### src/hw/rtl/csma_pkg.sv
// Shared types, codes and helpers for the CSMA/CA sender backoff block.
`timescale 1ns / 1ps
`default_nettype none

package csma_pkg;

  localparam int QUEUE_DEPTH = 16;
  localparam int QW          = (QUEUE_DEPTH > 1) ? $clog2(QUEUE_DEPTH) : 1;
  localparam int FW          = $clog2(QUEUE_DEPTH + 1);

  localparam logic [11:0] CW_CAP     = 12'd1024;
  localparam logic [15:0] LFSR_SEED  = 16'hACE1;
  localparam logic [15:0] LFSR_TAPS  = 16'hB400;

  // Station state codes as reported on the result stream
  localparam logic [2:0] ST_IDLE      = 3'd0;
  localparam logic [2:0] ST_READY     = 3'd1;
  localparam logic [2:0] ST_SENSE     = 3'd2;
  localparam logic [2:0] ST_BACKOFF   = 3'd3;
  localparam logic [2:0] ST_REQUEST   = 3'd4;
  localparam logic [2:0] ST_AWAIT_CLR = 3'd5;
  localparam logic [2:0] ST_TRANSMIT  = 3'd6;
  localparam logic [2:0] ST_AWAIT_ACK = 3'd7;

  // Transmitted fragment kinds
  localparam logic TXK_RTS  = 1'b0;
  localparam logic TXK_DATA = 1'b1;

  typedef enum logic [1:0] {
    CMD_TICK    = 2'd0,
    CMD_ARRIVAL = 2'd1,
    CMD_FRAME   = 2'd2,
    CMD_NONE    = 2'd3
  } cmd_t;

  typedef enum logic [1:0] {
    FT_DATA = 2'd0,
    FT_ACK  = 2'd1,
    FT_RTS  = 2'd2,
    FT_CTS  = 2'd3
  } frame_type_t;

  localparam logic [7:0] REG_STATION_ID    = 8'd0;
  localparam logic [7:0] REG_VCS_ENABLE    = 8'd1;
  localparam logic [7:0] REG_DIFS_LENGTH   = 8'd2;
  localparam logic [7:0] REG_ACK_TIMEOUT   = 8'd3;
  localparam logic [7:0] REG_DATA_TICKS    = 8'd4;
  localparam logic [7:0] REG_NAV_AFTER_RTS = 8'd5;
  localparam logic [7:0] REG_NAV_AFTER_CTS = 8'd6;
  localparam logic [7:0] REG_CW_MIN        = 8'd7;

  typedef struct packed {
    logic       push;
    logic       pop;
    logic [7:0] push_dest;
  } q_ctrl_t;

  typedef struct packed {
    logic       empty;
    logic       full;
    logic       last;       // exactly one entry left
    logic [7:0] head_dest;  // zero when empty
  } q_stat_t;

  // One step of the 16-bit Galois LFSR
  function automatic logic [15:0] lfsr_step(input logic [15:0] v);
    logic [15:0] s;
    s = {1'b0, v[15:1]};
    if (v[0]) s = s ^ LFSR_TAPS;
    return s;
  endfunction

  // Double the window, capped
  function automatic logic [10:0] widen(input logic [10:0] w);
    logic [11:0] cw;
    cw = {w, 1'b0};
    return (cw > CW_CAP) ? CW_CAP[10:0] : cw[10:0];
  endfunction

endpackage

`default_nettype wire

### src/hw/rtl/csma_dest_queue.sv
// Destination FIFO: storage, head pointer and fill count.
`timescale 1ns / 1ps
`default_nettype none

module csma_dest_queue (
  input  wire logic              clk,
  input  wire logic              rst_n,
  input  wire csma_pkg::q_ctrl_t ctrl,
  output csma_pkg::q_stat_t      stat
);
  import csma_pkg::*;

  localparam int SW = QW + 1;

  logic [7:0]    mem [QUEUE_DEPTH];
  logic [QW-1:0] head_r;
  logic [FW-1:0] fill_r;
  logic [SW-1:0] tail_sum;
  logic [QW-1:0] tail;

  always_comb begin
    tail_sum = SW'(head_r) + SW'(fill_r);
    if (tail_sum >= SW'(QUEUE_DEPTH)) tail_sum = tail_sum - SW'(QUEUE_DEPTH);
    tail = tail_sum[QW-1:0];
  end

  assign stat.empty     = (fill_r == '0);
  assign stat.full      = (fill_r == FW'(QUEUE_DEPTH));
  assign stat.last      = (fill_r == FW'(1));
  assign stat.head_dest = stat.empty ? 8'd0 : mem[head_r];

  always_ff @(posedge clk) begin
    if (ctrl.push) mem[tail] <= ctrl.push_dest;
  end

  always_ff @(posedge clk) begin
    if (!rst_n) begin
      head_r <= '0;
      fill_r <= '0;
    end else if (ctrl.push) begin
      fill_r <= fill_r + FW'(1);
    end else if (ctrl.pop) begin
      fill_r <= fill_r - FW'(1);
      head_r <= (head_r == QW'(QUEUE_DEPTH - 1)) ? '0 : head_r + QW'(1);
    end
  end

endmodule

`default_nettype wire

### src/hw/rtl/csma_ca_sender_backoff_core.sv
// Top level: CSMA/CA sender state machine with backoff and registered result stage.
// Result: the result of an item is registered and is on out_* in the cycle after its transaction.
// Throughput: one item per cycle; all state updates happen in the accepting cycle
//   and the single output register frees in_tready whenever it drains or is empty.
// Reset (rst_n low, synchronous): idle state, window 4, LFSR seed 0xACE1, empty queue,
//   registers at their defaults; queue storage itself is not cleared.
`timescale 1ns / 1ps
`default_nettype none

module csma_ca_sender_backoff_core (
  input  wire logic        clk,
  input  wire logic        rst_n,
  // cfg
  input  wire logic        cfg_valid,
  output logic             cfg_ready,
  input  wire logic [7:0]  cfg_index,
  input  wire logic [11:0] cfg_data,
  // in
  input  wire logic        in_tvalid,
  output logic             in_tready,
  input  wire logic [15:0] in_tdata,  // medium_busy[0], frame_dest[8:1], frame_ours[9], zero
  input  wire logic [3:0]  in_tuser,  // command[1:0], frame_type[3:2]
  // out
  output logic             out_tvalid,
  input  wire logic        out_tready,
  output logic [55:0]      out_tdata, // tx_valid[0], tx_dest[8:1], station_state[11:9],
                                      // window_size[22:12], packets_sent[54:23],
                                      // arrival_dropped[55]
  output logic [0:0]       out_tuser  // tx_kind[0]
);
  import csma_pkg::*;

  typedef enum logic [2:0] {
    PH_IDLE      = ST_IDLE,
    PH_READY     = ST_READY,
    PH_SENSE     = ST_SENSE,
    PH_BACKOFF   = ST_BACKOFF,
    PH_REQUEST   = ST_REQUEST,
    PH_AWAIT_CLR = ST_AWAIT_CLR,
    PH_TRANSMIT  = ST_TRANSMIT,
    PH_AWAIT_ACK = ST_AWAIT_ACK
  } phase_t;

  // configuration
  logic [7:0]  station_id_r;
  logic        vcs_enable_r;
  logic [7:0]  difs_length_r;
  logic [10:0] ack_timeout_r;
  logic [11:0] data_ticks_r;
  logic [11:0] nav_after_rts_r;
  logic [11:0] nav_after_cts_r;
  logic [10:0] cw_min_r;

  // station state
  phase_t      phase_r,       phase_nxt;
  logic [9:0]  backoff_r,     backoff_nxt;
  logic [7:0]  sense_r,       sense_nxt;
  logic [11:0] nav_r,         nav_nxt;
  logic [10:0] window_r,      window_nxt;
  logic [2:0]  clr_r,         clr_nxt;
  logic [11:0] ackw_r,        ackw_nxt;
  logic [1:0]  acks_r,        acks_nxt;
  logic [11:0] sent_ticks_r,  sent_ticks_nxt;
  logic [15:0] lfsr_r,        lfsr_nxt;
  logic [31:0] sent_total_r,  sent_total_nxt;

  // result stage
  logic        out_valid_r;
  logic [55:0] out_data_r;
  logic [0:0]  out_user_r;

  q_ctrl_t     q_ctrl;
  q_stat_t     q_stat;

  logic        in_accept;
  cmd_t        cmd;
  frame_type_t ftype;
  logic        busy, ours;
  logic [7:0]  dest;

  logic        tx_valid, tx_kind, dropped;
  logic [7:0]  tx_dest;
  logic [2:0]  clr_was;
  logic [11:0] ackw_was;

  assign cfg_ready = 1'b1;
  assign in_tready = !out_valid_r || out_tready;
  assign in_accept = in_tvalid && in_tready;

  assign cmd   = cmd_t'(in_tuser[1:0]);
  assign ftype = frame_type_t'(in_tuser[3:2]);
  assign busy  = in_tdata[0];
  assign dest  = in_tdata[8:1];
  assign ours  = in_tdata[9];

  csma_dest_queue u_queue (
    .clk  (clk),
    .rst_n(rst_n),
    .ctrl (q_ctrl),
    .stat (q_stat)
  );

  always_comb begin
    phase_nxt      = phase_r;
    backoff_nxt    = backoff_r;
    sense_nxt      = sense_r;
    nav_nxt        = nav_r;
    window_nxt     = window_r;
    clr_nxt        = clr_r;
    ackw_nxt       = ackw_r;
    acks_nxt       = acks_r;
    sent_ticks_nxt = sent_ticks_r;
    lfsr_nxt       = lfsr_r;
    sent_total_nxt = sent_total_r;
    q_ctrl         = '0;
    q_ctrl.push_dest = dest;
    tx_valid       = 1'b0;
    tx_kind        = TXK_RTS;
    tx_dest        = 8'd0;
    dropped        = 1'b0;
    clr_was        = clr_r;
    ackw_was       = ackw_r;

    if (in_accept) begin
      case (cmd)
        CMD_TICK: begin
          // transmit half
          case (phase_nxt)
            PH_READY: begin
              lfsr_nxt    = lfsr_step(lfsr_nxt);
              backoff_nxt = lfsr_nxt[9:0] & (window_nxt[9:0] - 10'd1);
              sense_nxt   = difs_length_r;
              phase_nxt   = PH_SENSE;
            end
            PH_REQUEST: begin
              tx_valid = 1'b1;
              tx_kind  = TXK_RTS;
              tx_dest  = q_stat.head_dest;
              clr_nxt  = clr_nxt + 3'd1;
              if (clr_nxt > 3'd1) begin
                clr_nxt   = 3'd0;
                phase_nxt = PH_AWAIT_CLR;
              end
            end
            PH_TRANSMIT: begin
              tx_valid       = 1'b1;
              tx_kind        = TXK_DATA;
              tx_dest        = q_stat.head_dest;
              sent_ticks_nxt = sent_ticks_nxt + 12'd1;
              if (sent_ticks_nxt == data_ticks_r) begin
                phase_nxt      = PH_AWAIT_ACK;
                ackw_nxt       = 12'd0;
                sent_ticks_nxt = 12'd0;
              end
            end
            default: ;
          endcase

          // sensing half
          case (phase_nxt)
            PH_IDLE: begin
              if (!q_stat.empty) phase_nxt = PH_READY;
            end
            PH_SENSE: begin
              if (busy) begin
                sense_nxt = difs_length_r;
              end else begin
                sense_nxt = sense_nxt - 8'd1;
                if (sense_nxt == 8'd0) begin
                  clr_nxt = 3'd0;
                  if (backoff_nxt != 10'd0) phase_nxt = PH_BACKOFF;
                  else phase_nxt = vcs_enable_r ? PH_REQUEST : PH_TRANSMIT;
                end
              end
            end
            PH_BACKOFF: begin
              if (nav_r == 12'd0) begin
                if (busy) begin
                  sense_nxt = difs_length_r;
                  phase_nxt = PH_SENSE;
                end else begin
                  backoff_nxt = backoff_nxt - 10'd1;
                  if (backoff_nxt == 10'd0) begin
                    clr_nxt   = 3'd0;
                    phase_nxt = vcs_enable_r ? PH_REQUEST : PH_TRANSMIT;
                  end
                end
              end
            end
            PH_AWAIT_CLR: begin
              clr_was = clr_nxt;
              clr_nxt = clr_nxt + 3'd1;
              if (clr_was > 3'd4) begin
                window_nxt  = widen(window_nxt);
                lfsr_nxt    = lfsr_step(lfsr_nxt);
                backoff_nxt = lfsr_nxt[9:0] & (window_nxt[9:0] - 10'd1);
                sense_nxt   = difs_length_r;
                phase_nxt   = PH_SENSE;
              end
            end
            PH_AWAIT_ACK: begin
              if (acks_nxt == 2'd2) begin
                sent_total_nxt = sent_total_nxt + 32'd1;
                window_nxt     = cw_min_r;
                lfsr_nxt       = lfsr_step(lfsr_nxt);
                backoff_nxt    = lfsr_nxt[9:0] & (window_nxt[9:0] - 10'd1);
                sense_nxt      = difs_length_r;
                q_ctrl.pop     = !q_stat.empty;
                phase_nxt      = (q_stat.empty || q_stat.last) ? PH_IDLE : PH_READY;
                acks_nxt       = 2'd0;
              end else begin
                ackw_was = ackw_nxt;
                ackw_nxt = ackw_nxt + 12'd1;
                if (ackw_was > ({1'b0, ack_timeout_r} + 12'd1)) begin
                  window_nxt  = widen(window_nxt);
                  lfsr_nxt    = lfsr_step(lfsr_nxt);
                  backoff_nxt = lfsr_nxt[9:0] & (window_nxt[9:0] - 10'd1);
                  sense_nxt   = difs_length_r;
                  phase_nxt   = PH_SENSE;
                  acks_nxt    = 2'd0;
                end
              end
            end
            default: ;
          endcase

          if (nav_r != 12'd0) nav_nxt = nav_r - 12'd1;
        end

        CMD_ARRIVAL: begin
          if (q_stat.full) dropped = 1'b1;
          else q_ctrl.push = 1'b1;
        end

        CMD_FRAME: begin
          if (phase_r == PH_AWAIT_ACK && ftype == FT_ACK && ours) begin
            if (acks_r != 2'd3) acks_nxt = acks_r + 2'd1;
          end else if (dest != station_id_r && phase_r != PH_REQUEST &&
                       phase_r != PH_AWAIT_CLR) begin
            if (ftype == FT_RTS) nav_nxt = nav_after_rts_r;
            else if (ftype == FT_CTS) nav_nxt = nav_after_cts_r;
          end else if (dest == station_id_r && ftype == FT_CTS) begin
            // clearance only honored on the matching wait count
            if (clr_r == 3'd3) phase_nxt = PH_TRANSMIT;
          end
        end

        default: ;
      endcase
    end
  end

  always_ff @(posedge clk) begin
    if (!rst_n) begin
      station_id_r    <= 8'd0;
      vcs_enable_r    <= 1'b0;
      difs_length_r   <= 8'd2;
      ack_timeout_r   <= 11'd10;
      data_ticks_r    <= 12'd100;
      nav_after_rts_r <= 12'd105;
      nav_after_cts_r <= 12'd103;
      cw_min_r        <= 11'd4;
    end else if (cfg_valid && cfg_ready) begin
      case (cfg_index)
        REG_STATION_ID:    station_id_r    <= cfg_data[7:0];
        REG_VCS_ENABLE:    vcs_enable_r    <= cfg_data[0];
        REG_DIFS_LENGTH:   difs_length_r   <= cfg_data[7:0];
        REG_ACK_TIMEOUT:   ack_timeout_r   <= cfg_data[10:0];
        REG_DATA_TICKS:    data_ticks_r    <= cfg_data[11:0];
        REG_NAV_AFTER_RTS: nav_after_rts_r <= cfg_data[11:0];
        REG_NAV_AFTER_CTS: nav_after_cts_r <= cfg_data[11:0];
        REG_CW_MIN:        cw_min_r        <= cfg_data[10:0];
        default: ;
      endcase
    end
  end

  always_ff @(posedge clk) begin
    if (!rst_n) begin
      phase_r      <= PH_IDLE;
      backoff_r    <= 10'd0;
      sense_r      <= 8'd0;
      nav_r        <= 12'd0;
      window_r     <= 11'd4;
      clr_r        <= 3'd0;
      ackw_r       <= 12'd0;
      acks_r       <= 2'd0;
      sent_ticks_r <= 12'd0;
      lfsr_r       <= LFSR_SEED;
      sent_total_r <= 32'd0;
      out_valid_r  <= 1'b0;
    end else begin
      phase_r      <= phase_nxt;
      backoff_r    <= backoff_nxt;
      sense_r      <= sense_nxt;
      nav_r        <= nav_nxt;
      window_r     <= window_nxt;
      clr_r        <= clr_nxt;
      ackw_r       <= ackw_nxt;
      acks_r       <= acks_nxt;
      sent_ticks_r <= sent_ticks_nxt;
      lfsr_r       <= lfsr_nxt;
      sent_total_r <= sent_total_nxt;
      if (in_tready) out_valid_r <= in_accept;
    end
  end

  // result payload reflects the state after the item
  always_ff @(posedge clk) begin
    if (in_accept) begin
      out_data_r <= {dropped, sent_total_nxt, window_nxt, phase_nxt, tx_dest, tx_valid};
      out_user_r <= tx_kind;
    end
  end

  assign out_tvalid = out_valid_r;
  assign out_tdata  = out_data_r;
  assign out_tuser  = out_user_r;

endmodule

`default_nettype wire

### config.mk
export PLATFORM = sky130hd
export DESIGN_NAME = csma_ca_sender_backoff_core
export DESIGN_NICKNAME = d
export VERILOG_FILES = /design/src/hw/rtl/csma_pkg.sv /design/src/hw/rtl/csma_dest_queue.sv /design/src/hw/rtl/csma_ca_sender_backoff_core.sv
export SDC_FILE = /design/constraint.sdc
export NUM_CORES = 1
export LEC_CHECK = 0
export BUFFER_PORTS_ARGS = -buffer_cell sky130_fd_sc_hd__buf_2
export CORE_UTILIZATION = 40
export DETAILED_ROUTE_END_ITERATION = 10
export MAX_ROUTING_LAYER = met4
export SYNTH_ARGS = -nofsm -noshare
export SYNTH_HDL_FRONTEND = slang
export SYNTH_HIERARCHICAL = 1
export SYNTH_SLANG_ARGS = --single-unit
### constraint.sdc
create_clock -name clk -period 6 [get_ports clk]
set_clock_uncertainty 0.1 [all_clocks]
set_input_delay 1.5 -clock clk [delete_from_list [all_inputs] [get_ports clk]]
set_output_delay 1.5 -clock clk [all_outputs]
set_load 0.02 [all_outputs]
==> impl_metrics.toml <==
[global_routing]
grt_pass1_wl_mm = 79.96
grt-ovfl-total = 0
grt_usage_pct = 20.97
grt_pass1_vias = 14130
antenna_found_initial = 2
grt_max_degree = 78

[sta]
maxSlewHeadroom_pct = 19.23
finalSetupViolCount = 0
slew_violations = 0
fin_ws_ns = 0.6896
fin_setup_tns_ns = 0
rsz0062_at_grt = "false"
worstMarginPinSlew_ns = 1.209
period_needed_ns = 5.310
hold_viol = 0
fin_crit_sh_pct = 88.51
max_freq_mhz = 188.3

[floorplan]
io_pins = 105
fp.coreArea_mm2 = 0.04895
fp.dieArea_mm2 = 0.05056
rows = 81
die_x_um = 224.9
start_util_pct = 40.59
die_h_um = 224.9

[worst_setup_path]
worstPathArrival_ns = 5.66
r2r-start = "sent_ticks_r[0]"
cp.required_ns = 6.35
critPathMaxFanout = 16
crit_type = "reg2reg"
startpoint_type = "register"
cp-end-kind = "register"
startpoint = "sent_ticks_r[0]"

[pwr]
vdd_ir_drop_max_v = 0.0002012
cellPowerDensity_mw_per_mm2 = 271.0
p_leak_nw = 8.636

[synthesis]
yosysWarnings = 6
synth_area_mm2 = 0.01987
async_flop_share_pct = 0
synth-seq-area-share_pct = 49.12
synthTopCellsByArea = "edfxtp_1, dfxtp_1, mux2i_1, nor2_1, nand2_1"
synth_ff_type = "dfxtp_1"
synth-edff-count = 185
synth.net_count = 1995
synth_top_area_share_pct = 27.96
yosysTopAreaCell = "edfxtp_1"
synth_cells = 1910
synth_seq_cells = 395
synth.distinct_cells = 96
syn_avg_cell_area_um2 = 10.40

[cts]
post_cts_buffers = 0
cts_made_buffers = 44
cts_tree = "done"
cts.clk_slew.worst_paths_ns = 0.06
cts_sinks = 395
h-tree-depth = 2
clk_latency_ns = 0.58
ctsHoldBuffers = 0
clk_path_buf_depth = 3
cts_resized = 0
cts-root-buf = "clkbuf_16"

[routing]
routedWlPerCell_um = 19.39
drt_first_pass_iters = 5
drc = 0
wl_mm = 51.90
vias = 14960
antenna_left = 0
via_per_inst = 5.588
drt_iter0_markers = 1224
met1_length_mm = 24.03
wl_met3_mm = 3.199
top_layer = "met4"
dr_wl_met2_mm = 23.49

[cells_and_area]
regArea_mm2 = 0.009759
drive_gt1_share_pct = 13.17
fillers = 4510
areaGrowthSynthToFinish_pct = 13.17
final_util_pct = 45.93
final_nets = 2062
final_cell_mix = "dfxtp_1, nor2_1, edfxtp_1"
multiInputGateArea_mm2 = 0.009515
final_common_cell = "dfxtp_1"

[flow_run]
drv_cap = 0

[placement]
io_buffers = 97
hpwl_mm = 35.40
place_ws_ns = 0.7417
gp_congestion = 0.9105

[outcome]
status = "complete, no violations"

[min_path]
min_path_type = "reg2reg"
hp-start = "lfsr_r[15]"
-- layout make-up --
cell class / instances / share of cell area (%)
inverter: 40 / 0.6733
clock buffer: 53 / 5.231
multi-input combinational: 1371 / 42.32
clock inverter: 28 / 1.564
timing repair buffer: 125 / 3.105
antenna: 1 / 0.01113
sequential: 395 / 43.40
tap: 664 / 3.695
-- power breakdown --
| part | switching (mW) | internal [mW] | total, mW |
|---|---|---|---|
| Sequential | 0.0212 | 2.85 | 2.87 |
| Clock | 1.11 | 1.71 | 2.82 |
| Combinational | 0.279 | 0.123 | 0.402 |
| Total | 1.41 | 4.69 | 6.09 |
-- per-layer routing --
layer | GRT usage [%] | vias up
met5 | - | -
met4 | 6.890 | 0
met3 | 3.096 | 72
met2 | 31.81 | 487
met1 | 28.71 | 7260
li1 | - | 7141
-- logic make-up (layout without fill, tap and decap cells) --
family,after synthesis,after routing,share of synthesized area (%)
muxes,155,155,10.17
adders and majority gates,40,40,2.557
buffers and inverters,144,246,3.073
DFF,395,395,49.12
xor gates and xnor gates,112,112,4.937
other,1,2,0.01887
and+or+nand+nor,700,700,17.47
AOI/OAI and AO/OA,363,363,12.65
-- worst paths after layout --
kind / cells past startpoint / slack [ns] / endpoint
max: 18 / 0.69 / out_tdata[14]
max reg2reg: 18 / 0.69 / out_tdata[14]
min reg2reg: 2 / 0.37 / lfsr_r[14]
min: 2 / 0.37 / lfsr_r[14]
-- state kept, by name, indices dropped and copies added, names as in the netlist, 12 cells and up, named ones only --
name / cells
sent_ticks_r: 12
lfsr_r: 16
sent_total_r: 32
nav_after_rts_r: 12
out_tdata: 56
nav_after_cts_r: 12
u_queue/mem: 128
data_ticks_r: 12
ackw_r: 12
nav_r: 12
-- metrics by stage --
stage | cells | power, mW | cell area (um^2) | hold slack [ns]
finish | 2677 | 6.094 | 22490 | 0.3669
global route | 2677 | 6.313 | 22490 | 0.3909
CTS | 2676 | 6.166 | 22480 | 0.3712
detailed placement | 2595 | 3.327 | 20960 | 0.3548
global placement | 2595 | 3.321 | 20960 | 0.3429
floorplan | 1910 | 3.180 | 19870 | 0.3356
-- worst max-delay path, cell delays in order, from the launching register on --
cell and delay, ns:
dfxtp_1 0.41, ha_1 0.27, and3_1 0.23, xnor2_1 0.09, nor4_2 0.40, o211ai_2 0.18, buf_4 0.21, nor4_2 0.24
buf_4 0.24, nor2b_1 0.12, ha_1 0.31, nand4_1 0.14, or3_1 0.42, nor3b_1 0.26, mux2i_2 0.20, a21oi_4 0.44
a21oi_4 0.18, nor3_4 0.51, a221o_1 0.24
-- cells in the mapped netlist (10+ instances only) --
library cell  instances
ha_1                 39
nand4_1              24
nor3_1               38
mux4_1               13
o22ai_1              10
or3_1                19
xnor2_1              60
a31oi_1              12
mux2_2               13
and2_1               64
nand2b_1             20
nand2_1             170
mux2i_1             109
clkbuf_1             71
dfxtp_1             210
buf_2                13
nor3b_1              12
buf_1                12
o21ai_0              73
nor2b_1              21
mux4_2               19
a21oi_1              98
nand3_1              62
inv_1                40
nand3b_1             12
edfxtp_1            185
a21o_1               21
and3_1               26
nor4_1               14
xor2_1               52
nor2_1              190
(Power assumes the default switching activity.)
